<file path="config.mk">
export PLATFORM = sky130hd
export DESIGN_NAME = frpm_div
export DESIGN_NICKNAME = d
export VERILOG_FILES = /design/src/hdl/frpm_pkg.sv /design/src/hdl/frpm_div.sv
export SDC_FILE = /design/constraint.sdc
export NUM_CORES = 1
export LEC_CHECK = 0
export BUFFER_PORTS_ARGS = -buffer_cell sky130_fd_sc_hd__clkbuf_2
export CORE_MARGIN = 2
export CORE_UTILIZATION = 55
export CTS_CLUSTER_DIAMETER = 30
export DETAILED_ROUTE_END_ITERATION = 6
export GPL_TIMING_DRIVEN = 0
export PLACE_DENSITY = 0.77
export SKIP_CTS_REPAIR_TIMING = 1
export SLEW_MARGIN = 20
export SYNTH_ARGS = -nofsm -noshare
export SYNTH_HDL_FRONTEND = slang
export SYNTH_SLANG_ARGS = --single-unit
</file>
<file path="constraint.sdc">
create_clock -name clk -period 5.5 [get_ports clk]
set_input_delay 1.1 -clock clk [delete_from_list [all_inputs] [get_ports clk]]
set_output_delay 1.1 -clock clk [all_outputs]
set_load 0.005 [all_outputs]
</file>
<file path="src/hdl/frpm_pkg.sv">
// Shared constants, types and helper functions of the flash request performance monitor.
// Used by frpm_div, flash_request_perf_monitor and frpm_checker. No dependencies.
package frpm_pkg;

  // Geometry and widths
  localparam int NUM_CHANNELS      = 8;
  localparam int CHIPS_PER_CHANNEL = 8;
  localparam int NUM_UNITS         = NUM_CHANNELS * CHIPS_PER_CHANNEL;
  localparam int UNIT_BITS         = (NUM_UNITS > 1) ? $clog2(NUM_UNITS) : 1;
  localparam int COUNT_BITS        = 32;
  localparam int DELTA_BITS        = 24;
  localparam int NUM_TYPES         = 10;
  localparam int NUM_MEANS         = 12;
  localparam int MEAN_IDX_BITS     = 4;

  // Port field widths
  localparam int CMD_W     = 2;
  localparam int TYPE_W    = 4;
  localparam int UNIT_W    = 8;
  localparam int FDELTA_W  = 24;
  localparam int FCOUNT_W  = 32;
  localparam int FAVG_W    = 24;
  localparam int S_DATA_W  = 40;
  localparam int M_DATA_W  = 120;

  // Divider widths: divisor is counter + 1, partial remainder one bit wider
  localparam int DIVISOR_BITS = COUNT_BITS + 1;
  localparam int REM_BITS     = COUNT_BITS + 2;
  localparam int DIV_CNT_BITS = (DELTA_BITS > 1) ? $clog2(DELTA_BITS) : 1;

  localparam logic [COUNT_BITS-1:0] COUNT_MAX = '1;

  // Commands
  typedef enum logic [CMD_W-1:0] {
    CMD_COUNT = 2'd0,
    CMD_SW    = 2'd1,
    CMD_QUEUE = 2'd2,
    CMD_TOTAL = 2'd3
  } cmd_t;

  // Request types
  localparam logic [TYPE_W-1:0] T_RD      = 4'd0;
  localparam logic [TYPE_W-1:0] T_WR      = 4'd1;
  localparam logic [TYPE_W-1:0] T_RMW_RD  = 4'd2;
  localparam logic [TYPE_W-1:0] T_RMW_WR  = 4'd3;
  localparam logic [TYPE_W-1:0] T_GC_RD   = 4'd4;
  localparam logic [TYPE_W-1:0] T_GC_WR   = 4'd5;
  localparam logic [TYPE_W-1:0] T_META_RD = 4'd7;
  localparam logic [TYPE_W-1:0] T_META_WR = 4'd8;
  localparam logic [TYPE_W-1:0] T_GC_RUN  = 4'd9;

  // Mean kinds
  localparam logic [1:0] KIND_TOTAL = 2'd2;

  // Sequencer states, one-hot
  typedef enum logic [3:0] {
    ST_IDLE = 4'b0001,
    ST_LOOK = 4'b0010,
    ST_DIV  = 4'b0100,
    ST_OUT  = 4'b1000
  } state_t;

  // Divider status toward the sequencer
  typedef struct packed {
    logic busy;
    logic done;
    logic rem_nz;
  } div_status_t;

  // Mean class of a request type
  typedef struct packed {
    logic       ok;
    logic [1:0] cls;
  } mean_class_t;

  function automatic mean_class_t mean_class(logic [TYPE_W-1:0] t);
    mean_class_t mc;
    mc = '{ok: 1'b0, cls: 2'd0};
    case (t)
      T_RD:     mc = '{ok: 1'b1, cls: 2'd0};
      T_WR:     mc = '{ok: 1'b1, cls: 2'd1};
      T_RMW_RD: mc = '{ok: 1'b1, cls: 2'd2};
      T_GC_RUN: mc = '{ok: 1'b1, cls: 2'd3};
      default:  mc = '{ok: 1'b0, cls: 2'd0};
    endcase
    return mc;
  endfunction

  // Index into the mean table: class * 3 + kind
  function automatic logic [MEAN_IDX_BITS-1:0] mean_index(logic [1:0] cls, logic [1:0] kind);
    return {cls, 1'b0} + {2'b00, cls} + {2'b00, kind};
  endfunction

  function automatic logic is_read_type(logic [TYPE_W-1:0] t);
    return (t == T_RD) || (t == T_RMW_RD) || (t == T_GC_RD) || (t == T_META_RD);
  endfunction

  function automatic logic is_write_type(logic [TYPE_W-1:0] t);
    return (t == T_WR) || (t == T_RMW_WR) || (t == T_GC_WR) || (t == T_META_WR);
  endfunction

  function automatic logic [COUNT_BITS-1:0] sat_inc(logic [COUNT_BITS-1:0] v);
    return (v == COUNT_MAX) ? v : v + 1'b1;
  endfunction

endpackage

</file>
<file path="src/hdl/frpm_div.sv">
// Bit-serial restoring divider: one quotient bit per cycle.
// Depends on frpm_pkg.
module frpm_div (
  input  logic                              clk,
  input  logic                              rst,
  input  logic                              start,
  input  logic [frpm_pkg::DELTA_BITS-1:0]   dividend,
  input  logic [frpm_pkg::DIVISOR_BITS-1:0] divisor,
  output logic [frpm_pkg::DELTA_BITS-1:0]   quotient,
  output frpm_pkg::div_status_t             status
);

  logic                              busy;
  logic                              done;
  logic [frpm_pkg::DIV_CNT_BITS-1:0] cnt;
  logic [frpm_pkg::REM_BITS-1:0]     rem;
  logic [frpm_pkg::DELTA_BITS-1:0]   quo;
  logic [frpm_pkg::DIVISOR_BITS-1:0] dvsr;

  logic [frpm_pkg::REM_BITS-1:0]     trial;
  logic                              take;

  // trial subtract of the shifted partial remainder
  always_comb begin
    trial = {rem[frpm_pkg::REM_BITS-2:0], quo[frpm_pkg::DELTA_BITS-1]};
    take  = trial >= {1'b0, dvsr};
  end

  // control
  always_ff @(posedge clk) begin
    if (rst) begin
      busy <= 1'b0;
      done <= 1'b0;
      cnt  <= '0;
    end else begin
      done <= 1'b0;
      if (start) begin
        busy <= 1'b1;
        cnt  <= frpm_pkg::DIV_CNT_BITS'(frpm_pkg::DELTA_BITS - 1);
      end else if (busy) begin
        if (cnt == '0) begin
          busy <= 1'b0;
          done <= 1'b1;
        end else begin
          cnt <= cnt - 1'b1;
        end
      end
    end
  end

  // datapath: dividend shifts out at the top, quotient bits shift in
  always_ff @(posedge clk) begin
    if (start) begin
      rem  <= '0;
      quo  <= dividend;
      dvsr <= divisor;
    end else if (busy) begin
      rem <= take ? (trial - {1'b0, dvsr}) : trial;
      quo <= {quo[frpm_pkg::DELTA_BITS-2:0], take};
    end
  end

  assign quotient      = quo;
  assign status.busy   = busy;
  assign status.done   = done;
  assign status.rem_nz = (rem != '0);

endmodule

</file>
### Word-level counts from Yosys, hierarchy flattened

Cells that the tools add are included.

* eq/ne operators: 1
* reduce and logical (&&, ||, !) cells: 7
* bitwise logic cells: 2
* add/sub/neg operators: 2
* order comparisons: 1
* mux-type cells: 10

Operators with widths (count)
* $mux 24: 2
* $ge 34x33->1: 1
* $mux 34: 1
* $reduce_bool 34->1: 1
* $sub 34x33->34: 1
* $mux 5: 3
* $logic_not 5->1: 1
* $sub 5x1->5 const B: 1
* $mux 1: 4
* $reduce_and 2->1: 2
* $reduce_or 3->1: 1
* $ne 2x2->1 const B: 1
* $not 1->1: 2
* $reduce_bool 2->1: 1
* $reduce_or 2->1: 1

* output and inout bits: 27
* flip-flop bits (word level): 98
* word-level logic and storage cells: 30
* input bits: 60

### Logic depth before layout (Yosys ltp)

Gate-level depths: netlist (run 1).

* depth after elaboration: 4
* mapped depth: 15

### Worst setup path after synthesis (run 1)

OpenSTA, ideal clock, no wires.

* path type: register to register
* start: register quo (netlist bit quotient[23])
* end: register quo (netlist bit quotient[0]), data pin
* path slack: 2387 ps
* clock period less this slack: 3113 ps
* path buffers: 2
* required time: 5240 ps
* arrival: 2854 ps
* stages on the path, launching flop included: 15
* cells stage by stage: edfxtp_1 inv_1 ha_1 inv_1 fa_1 a211oi_1 o21ai_1 o21ai_1 nand2b_4 a211oi_2 nor3b_2 or2_1 buf_6 buf_2 mux2_2

* cells in the longest elaborated chain, start to end: 3

RTL lines
* from (decl): line frpm_div.sv:17 `logic [frpm_pkg::DELTA_BITS-1:0] quo;`
* from (signal assigned): line frpm_div.sv:55 `quo <= dividend;`
* from (signal assigned): line frpm_div.sv:59 `quo <= {quo[frpm_pkg::DELTA_BITS-2:0], take};`
* $ge 34x33->1: line frpm_div.sv:26 `take = trial >= {1'b0, dvsr};`
* $mux 24: line frpm_div.sv:57 `end else if (busy) begin`
* $mux 24: line frpm_div.sv:53 `if (start) begin`

Every way passes these cells. The select of a mux whose other input is x is not followed.
A chain may end at the register's enable or synchronous reset.

### Final worst setup path (run 1)

* start: register quo (netlist bit quotient[23])
* end: register rem[32] in the netlist's numbering

* cells in the longest elaborated chain, start to end: 2
* elaborated cells on any way between the ends: 3

RTL lines
* $sub 34x33->34 or $ge 34x33->1 (tied branches): line frpm_div.sv:58, frpm_div.sv:26
* $mux 34 *: line frpm_div.sv:58 `rem <= take ? (trial - {1'b0, dvsr}) : trial;`
* to (signal assigned): line frpm_div.sv:58
* to (decl): line frpm_div.sv:16 `logic [frpm_pkg::REM_BITS-1:0] rem;`

Every way passes the cells marked *; elsewhere a longest branch is shown, timed or not.

==> results of run 1 <==
## worst min path at each step
stage	end	slack [ns]	depth (start not counted)	from
floorplan	rem[2]	0.47	2	rem[2]
global placement	rem[33]	0.48	2	rem[33]
detailed placement	rem[33]	0.50	2	rem[33]
CTS	rem[33]	0.51	2	rem[33]
global route	rem[33]	0.53	2	rem[33]
finish	rem[33]	0.51	2	rem[33]
## per-layer routing
layer / vias to the layer above / track usage [%] / part of all wire, %
met5: - / 0 / 0
met4: 0 / 9.98 / 2.3
met3: 27 / 3.81 / 6.9
met2: 195 / 44.2 / 48
met1: 2291 / 33.4 / 42
li1: 2410 / - / -
## power groups by stage
| stage | Clock [uW] | Sequential (uW) | Combinational [uW] |
|---|---|---|---|
| after global placement | 0 | 903 | 483 |
| after floorplan | 0 | 895 | 364 |
| after detailed placement | 0 | 906 | 497 |
| after global routing | 519 | 898 | 563 |
| after CTS | 491 | 890 | 501 |
| final | 488 | 891 | 507 |
## critical path: stages, from the launching register on
cell and delay, ns:
edfxtp_1 0.43, inv_1 0.08, ha_1 0.16, inv_1 0.05
fa_1 0.43, a211oi_1 0.25, o21ai_1 0.19, o211a_1 0.28
a2111oi_0 0.73, nor3_1 0.17, nor3_1 0.30, nor4_1 0.09
nand4b_1 0.21, a21oi_2 0.17
## cell type report
class	instances	area, sq um
Inverter	47	176
Tap cell	136	170
Buffer	29	141
Fill cell	859	3680
Clock inverter	5	61.3
Multi-Input combinational cell	427	3050
Timing Repair Buffer	86	430
Clock buffer	11	131
Sequential cell	98	2530
## registers in the layout (all words and copies together), names as in the netlist
name / flops
quotient: 24
cnt: 5
busy: 1
rem: 34
dvsr: 33
done: 1
## logic make-up after synthesis
family	synth area share (%)
compound gates	18.4
fa+ha+maj	7.77
simple gates	14.0
buf+inv	5.39
mux	7.81
flops	42.9
xor+xnor	3.71
## placed cells by master, fill, tap and decap left out, types with 19 or more instances in the layout
master / Yosys / final
a21oi_1: 32 / 32
clkbuf_2: 0 / 86
clkbuf_1: 22 / 24
dfxtp_1: 41 / 41
mux2i_1: 19 / 19
nor2_1: 52 / 52
inv_1: 47 / 47
o21ai_0: 19 / 19
mux2_2: 24 / 24
nand2_1: 35 / 35
ha_1: 35 / 35
a21o_1: 25 / 25
edfxtp_1: 57 / 57
a211oi_1: 23 / 23
## per-stage QoR
step	hold slack [ns]	total power (uW)	util [%]
finish	0.512	1890	64.5
CTS	0.512	1880	64.5
floorplan	0.468	1260	-
detailed placement	0.498	1400	62.7
global placement	0.480	1390	62.7
global route	0.531	1980	64.5
==> results.tsv, run 1 <==
stage	metric	value	unit
die	die extent in x	108	um
worst_setup_path	worst path arrival time	3.92	ns
outcome	status	finished clean	
worst_setup_path	worst r2r src	quotient[23]	
power	worst vdd ir	0.155	mV
synthesis	Avg Inst Size Synth	9.81	sq um
drt	final WL	14300	um
synthesis	Synth area leaders	edfxtp_1 (29%), dfxtp_1 (14%), ha_1 (7.4%)	
die	row count	37	
global_routing	total global routing track utilization	26.0	%
power	Logic pwr share	26.9	%
drt	DR vias	4923	
synthesis	Most used DFF post-synth	edfxtp_1	
clock_tree	CTS max path bufs	2	
run	Max Cap Violations	0	
clock_tree	CTS tree	done	
timing	TNS Setup	0	ns
synthesis	Gate Count Post-Synth	601	
power	Leakage	0.00291	uW
synthesis	top-count cell post-synth	edfxtp_1	
power	Reg power frac	47.2	%
timing	period utilization	65.4	%
power	clock power share	25.9	%
worst_setup_path	crit path max fanout	4	
die	IO Count	87	
clock_tree	clk_lat worst skew	0.39	ns
drt	Post-route DRC	0	
synthesis	async set or reset register ratio after synthesis	0	%
timing	Worst-Margin Slew	0.947	ns
global_routing	vias in the first global route	4907	
die	DIE AREA	11600	sq um
drt	DR WL/cell	17.0	um
timing	Max-slew headroom	36.8	%
synthesis	commonest cells in the netlist	edfxtp_1 (57), nor2_1 (52), inv_1 (47)	
die	Die H	108	um
timing	Tmin final	3.60	ns
worst_setup_path	reg2reg end	rem[32]	
timing	Final Hold Fails	0	
synthesis	top-area cell type share of the netlist area	29.0	%
timing	Peak Freq	278	MHz
synthesis	number of distinct library cells after synthesis	62	
worst_setup_path	FF-to-FF path depth	13	
place	Placed Cells	823	
synthesis	Synth Cell Area	5900	sq um
global_routing	largest net degree at the start of global routing	35	
power	Psw	604	uW
power	Int Power	1280	uW
final_layout	Area growth, synth to finish	13.5	%
synthesis	Post-Syn Nets	697	
place	post-detail-place hpwl	10400	um
global_routing	initial antenna violation count	0	
die	Initial Util	56.9	%
worst_setup_path	Startpoint Class	flop	
worst_hold_path	worst hold path class	reg2reg	
worst_setup_path	Critical Path Source	quotient[23]	
global_routing	grt ovf	0	
die	core area	10400	sq um
worst_setup_path	Worst Setup EP	rem[32]	
final_layout	design area	6690	sq um
timing	Pins Over Slew Limit	0	
clock_tree	clk root buf	clkbuf_8	
synthesis	Yosys top cell by area	edfxtp_1	
worst_setup_path	CP endpoint kind	flop	
synthesis	flops & latches, synth	98	
worst_setup_path	critical path type	reg2reg	
synthesis	sequential fraction of the synthesis area	42.9	%
timing	Setup Viol. Count Final	0	
drt	via-per-instance ratio	5.87	
final_layout	Non-Filler Instances	839	
drt	drt first pass iters	5	
drt	DRT iter0 DRCs	361	
power	sw frac	32.0	%
final_layout	Inserted Diodes	0	
synthesis	Yosys warning count	0	
global_routing	first-pass GRT wire length	23500	um
synthesis	Post-synth EDFFs	57	
power	Cell Pwr Density	282	nW/um^2
place	DP Area	6500	sq um
final_layout	share of cells above drive strength 1	20.1	%
clock_tree	Worst-path clk slew	0.10	ns
clock_tree	Clock Sink Count	98	
timing	Setup WS post-layout	1.90	ns
timing	unrepaired setup endpoints after global routing	false	
place	Final GP Congestion	0.947	
clock_tree	H-tree depth	3	
worst_setup_path	reg2reg setup slack	1.90	ns
worst_setup_path	Worst Path Required	5.82	ns
place	Port Buf Inserts	86	
timing	Worst Skew	0.0117	ns
drt	Routed Antenna Nets	0	
final_layout	Net count, final	794	
clock_tree	CTS Buf Count	9	
place	pre-CTS WS	1.69	ns
Power figures use the tool's default switching activity.
==> run 2: changes to the inputs <==
Settings changed: ABC_AREA set to 1.
Clock period 5.5 ns to 3.4 ns, I/O delays scaled along.
==> run 2 against run 1 <==
Net effect: combinational power shrank 27%; critical endpoint is now quotient[22]; first-iteration DRC count up 21%; highest routed layer unchanged; largest cell class unchanged; setup slack lost 1.6 ns; die area up 12%; via count is 26% higher; flip-flop and latch count unchanged; critical path type is now in2reg; register-to-register slack worse by 0.97 ns.
==> results.tsv, run 2 <==
stage	metric	value	unit	change
synthesis	Avg Inst Size Synth	6.98	sq um	-29%
timing	Final Hold Fails	0		unchanged
final_layout	Net count, final	1144		+44%
synthesis	Yosys warning count	0		unchanged
clock_tree	H-tree depth	3		unchanged
synthesis	flops & latches, synth	98		unchanged
timing	Pins Over Slew Limit	0		unchanged
synthesis	Post-Syn Nets	1047		+50%
die	die extent in x	114	um	+5.9%
synthesis	Post-synth EDFFs	57		unchanged
worst_setup_path	CP endpoint kind	flop		
die	DIE AREA	13000	sq um	+12%
final_layout	max reg flops	34		unchanged
power	Logic pwr share	13.6	%	-13 points
synthesis	Yosys top cell by area	edfxtp_1		
synthesis	Gate Count Post-Synth	951		+58%
place	Final GP Congestion	0.944		-0.35%
worst_setup_path	CP max stage delay	0.81	ns	+0.08 ns
drt	Post-route DRC	0		unchanged
worst_setup_path	Startpoint Class	input port		
drt	DR vias	6207		+26%
drt	DRT iter0 DRCs	437		+21%
place	DP Area	7260	sq um	+12%
global_routing	first-pass GRT wire length	27900	um	+19%
timing	unrepaired setup endpoints after global routing	false		
power	sw frac	27.0	%	-5.0 points
clock_tree	Worst-path clk slew	0.07	ns	-0.03 ns
power	worst vdd ir	0.321	mV	+110%
power	clock power share	36.0	%	+10 points
die	Die H	114	um	+5.9%
place	Placed Cells	1184		+44%
global_routing	largest net degree at the start of global routing	38		+8.6%
global_routing	total global routing track utilization	27.1	%	+1.1 points
worst_setup_path	Slowest cell on crit path	nor2_1		
synthesis	sequential fraction of the synthesis area	38.1	%	-4.8 points
power	Psw	735	uW	+22%
synthesis	Most used DFF post-synth	edfxtp_1		
synthesis	top-area cell type share of the netlist area	25.8	%	-3.3 points
drt	final WL	16700	um	+17%
synthesis	top-count cell post-synth	nand2_1		
die	Initial Util	55.8	%	-1.1 points
timing	Worst Skew	0.0145	ns	+0.00277 ns
clock_tree	CTS tree	done		
synthesis	Synth Cell Area	6640	sq um	+13%
worst_setup_path	CP Cell Sequence	clkbuf_2 > nor2_1 > clkbuf_1 > inv_1		
worst_hold_path	worst hold path class	reg2reg		
synthesis	Synth area leaders	edfxtp_1 (26%), nand2_1 (22%), dfxtp_1 (12%)		
clock_tree	CTS max path bufs	2		unchanged
drt	drt first pass iters	5		unchanged
worst_setup_path	crit path max fanout	37		+33
global_routing	grt ovf	0		unchanged
clock_tree	clk root buf	clkbuf_16		
synthesis	async set or reset register ratio after synthesis	0	%	unchanged
timing	Max-slew headroom	35.4	%	-1.4 points
die	core area	11900	sq um	+15%
run	Max Cap Violations	0		unchanged
timing	Setup Viol. Count Final	0		unchanged
final_layout	design area	7530	sq um	+13%
power	Reg power frac	50.4	%	+3.2 points
power	Cell Pwr Density	361	nW/um^2	+28%
die	IO Count	87		unchanged
final_layout	most common cell after layout, fill and taps aside	nand2_1		
worst_setup_path	worst path arrival time	3.02	ns	-0.90 ns
timing	period utilization	90.1	%	
final_layout	Non-Filler Instances	1200		+43%
clock_tree	Clock Sink Count	98		unchanged
worst_setup_path	critical path type	in2reg		
final_layout	fin util	63.2	%	-1.3 points
power	Leakage	0.00402	uW	+38%
place	post-detail-place hpwl	13000	um	+25%
outcome	status	finished clean		
synthesis	commonest cells in the netlist	nand2_1 (388), inv_1 (128), nor2_1 (63)		
final_layout	Biggest register	rem		
clock_tree	CTS Buf Count	9		unchanged
final_layout	share of cells above drive strength 1	12.4	%	-7.6 points
timing	worst hold margin	0.476	ns	-0.0357 ns
timing	Peak Freq	326	MHz	
timing	Worst-Margin Slew	0.968	ns	+0.0213 ns
drt	via-per-instance ratio	5.17		-12%
worst_setup_path	Worst Path Required	3.36	ns	-2.46 ns
synthesis	number of distinct library cells after synthesis	36		-42%
drt	DR WL/cell	13.9	um	-18%
timing	Tmin final	3.06	ns	
final_layout	Inserted Diodes	0		unchanged
global_routing	initial antenna violation count	0		unchanged
clock_tree	clk_lat worst skew	0.36	ns	-0.03 ns
global_routing	vias in the first global route	5721		+17%
drt	Routed Antenna Nets	0		unchanged
final_layout	Layout fillers	1164		+36%
final_layout	most frequent cells in the layout	nand2_1 (388), inv_1 (128), clkbuf_2 (86)		
final_layout	Area growth, synth to finish	13.4	%	about the same
die	row count	40		+8.1%
power	Int Power	1980	uW	+55%
place	Port Buf Inserts	86		unchanged
==> run 2: changes by cell type after synthesis, sizes merged, moves of 25 or more <==
cell / before / now
a211oi: 25 / 0
a21o: 25 / 0
inv: 47 / 130
nand2: 35 / 394
nand3: 16 / 61
nand3b: 1 / 37
==> run 2: cell type report <==
class	count	area, sq um	area share [%]
tap	147	184	2.44
multi-input combinational	700	3480	46.2
inverter	131	492	6.53
clock buffer	11	233	3.09
timing repair buffer	86	430	5.71
sequential	98	2530	33.6
clock inverter	5	43.8	0.581
buffer	22	135	1.79
==> run 2: final timing paths <==
check                             startpoint           end  slack (ns)  depth (start not counted)
worst min-delay path                  rem[4]        rem[4]        0.48                          2
worst max register to register  quotient[23]       rem[18]        0.93                         13
worst min register to register        rem[4]        rem[4]        0.48                          2
worst max-delay path                   start  quotient[22]        0.34                          4
==> run 2: cell families after synthesis <==
kind of cell	after synthesis	synth area share (%)
adder cells (fa/ha/maj)	36	6.89
buffers and inverters	153	9.44
AO/OA/AOI/OAI	56	4.78
AND/OR/NAND/NOR	592	38.7
XOR/XNOR	16	2.11
flip-flops	98	38.1
==> run 2: through the flow <==
stage / TNS (ns) / worst slack, ns / power (uW)
5_1_grt: 0 / 0.107 / 2840
3_5_place_dp: -1.16 / -0.0491 / 1760
6_report: 0 / 0.337 / 2720
4_1_cts: 0 / 0.341 / 2730
3_3_place_gp: -0.529 / -0.0229 / 1760
2_1_floorplan: 0 / 1.37 / 1620
==> run 2: metal layers <==
metal	up-vias	GRT usage, %	routed length [um]
met4	0	7.56	253
met5	-	0	0
met1	2803	37.0	7790
met3	18	6.32	1040
li1	3225	-	-
met2	161	43.5	7620
==> run 2: power by group through the flow <==
stage / Combinational, uW / Sequential (uW) / Clock [uW]
after CTS: 370 / 1370 / 995
after floorplan: 229 / 1390 / 0
final: 370 / 1370 / 979
after detailed placement: 367 / 1390 / 0
after global placement: 362 / 1390 / 0
after global routing: 420 / 1380 / 1040
==> run 2: critical path, delay by kind of cell <==
| kind | cells | cell delay (ns) |
|---|---|---|
| and+or+nand+nor | 1 | 0.81 |
| buffers and inverters | 3 | 1.51 |
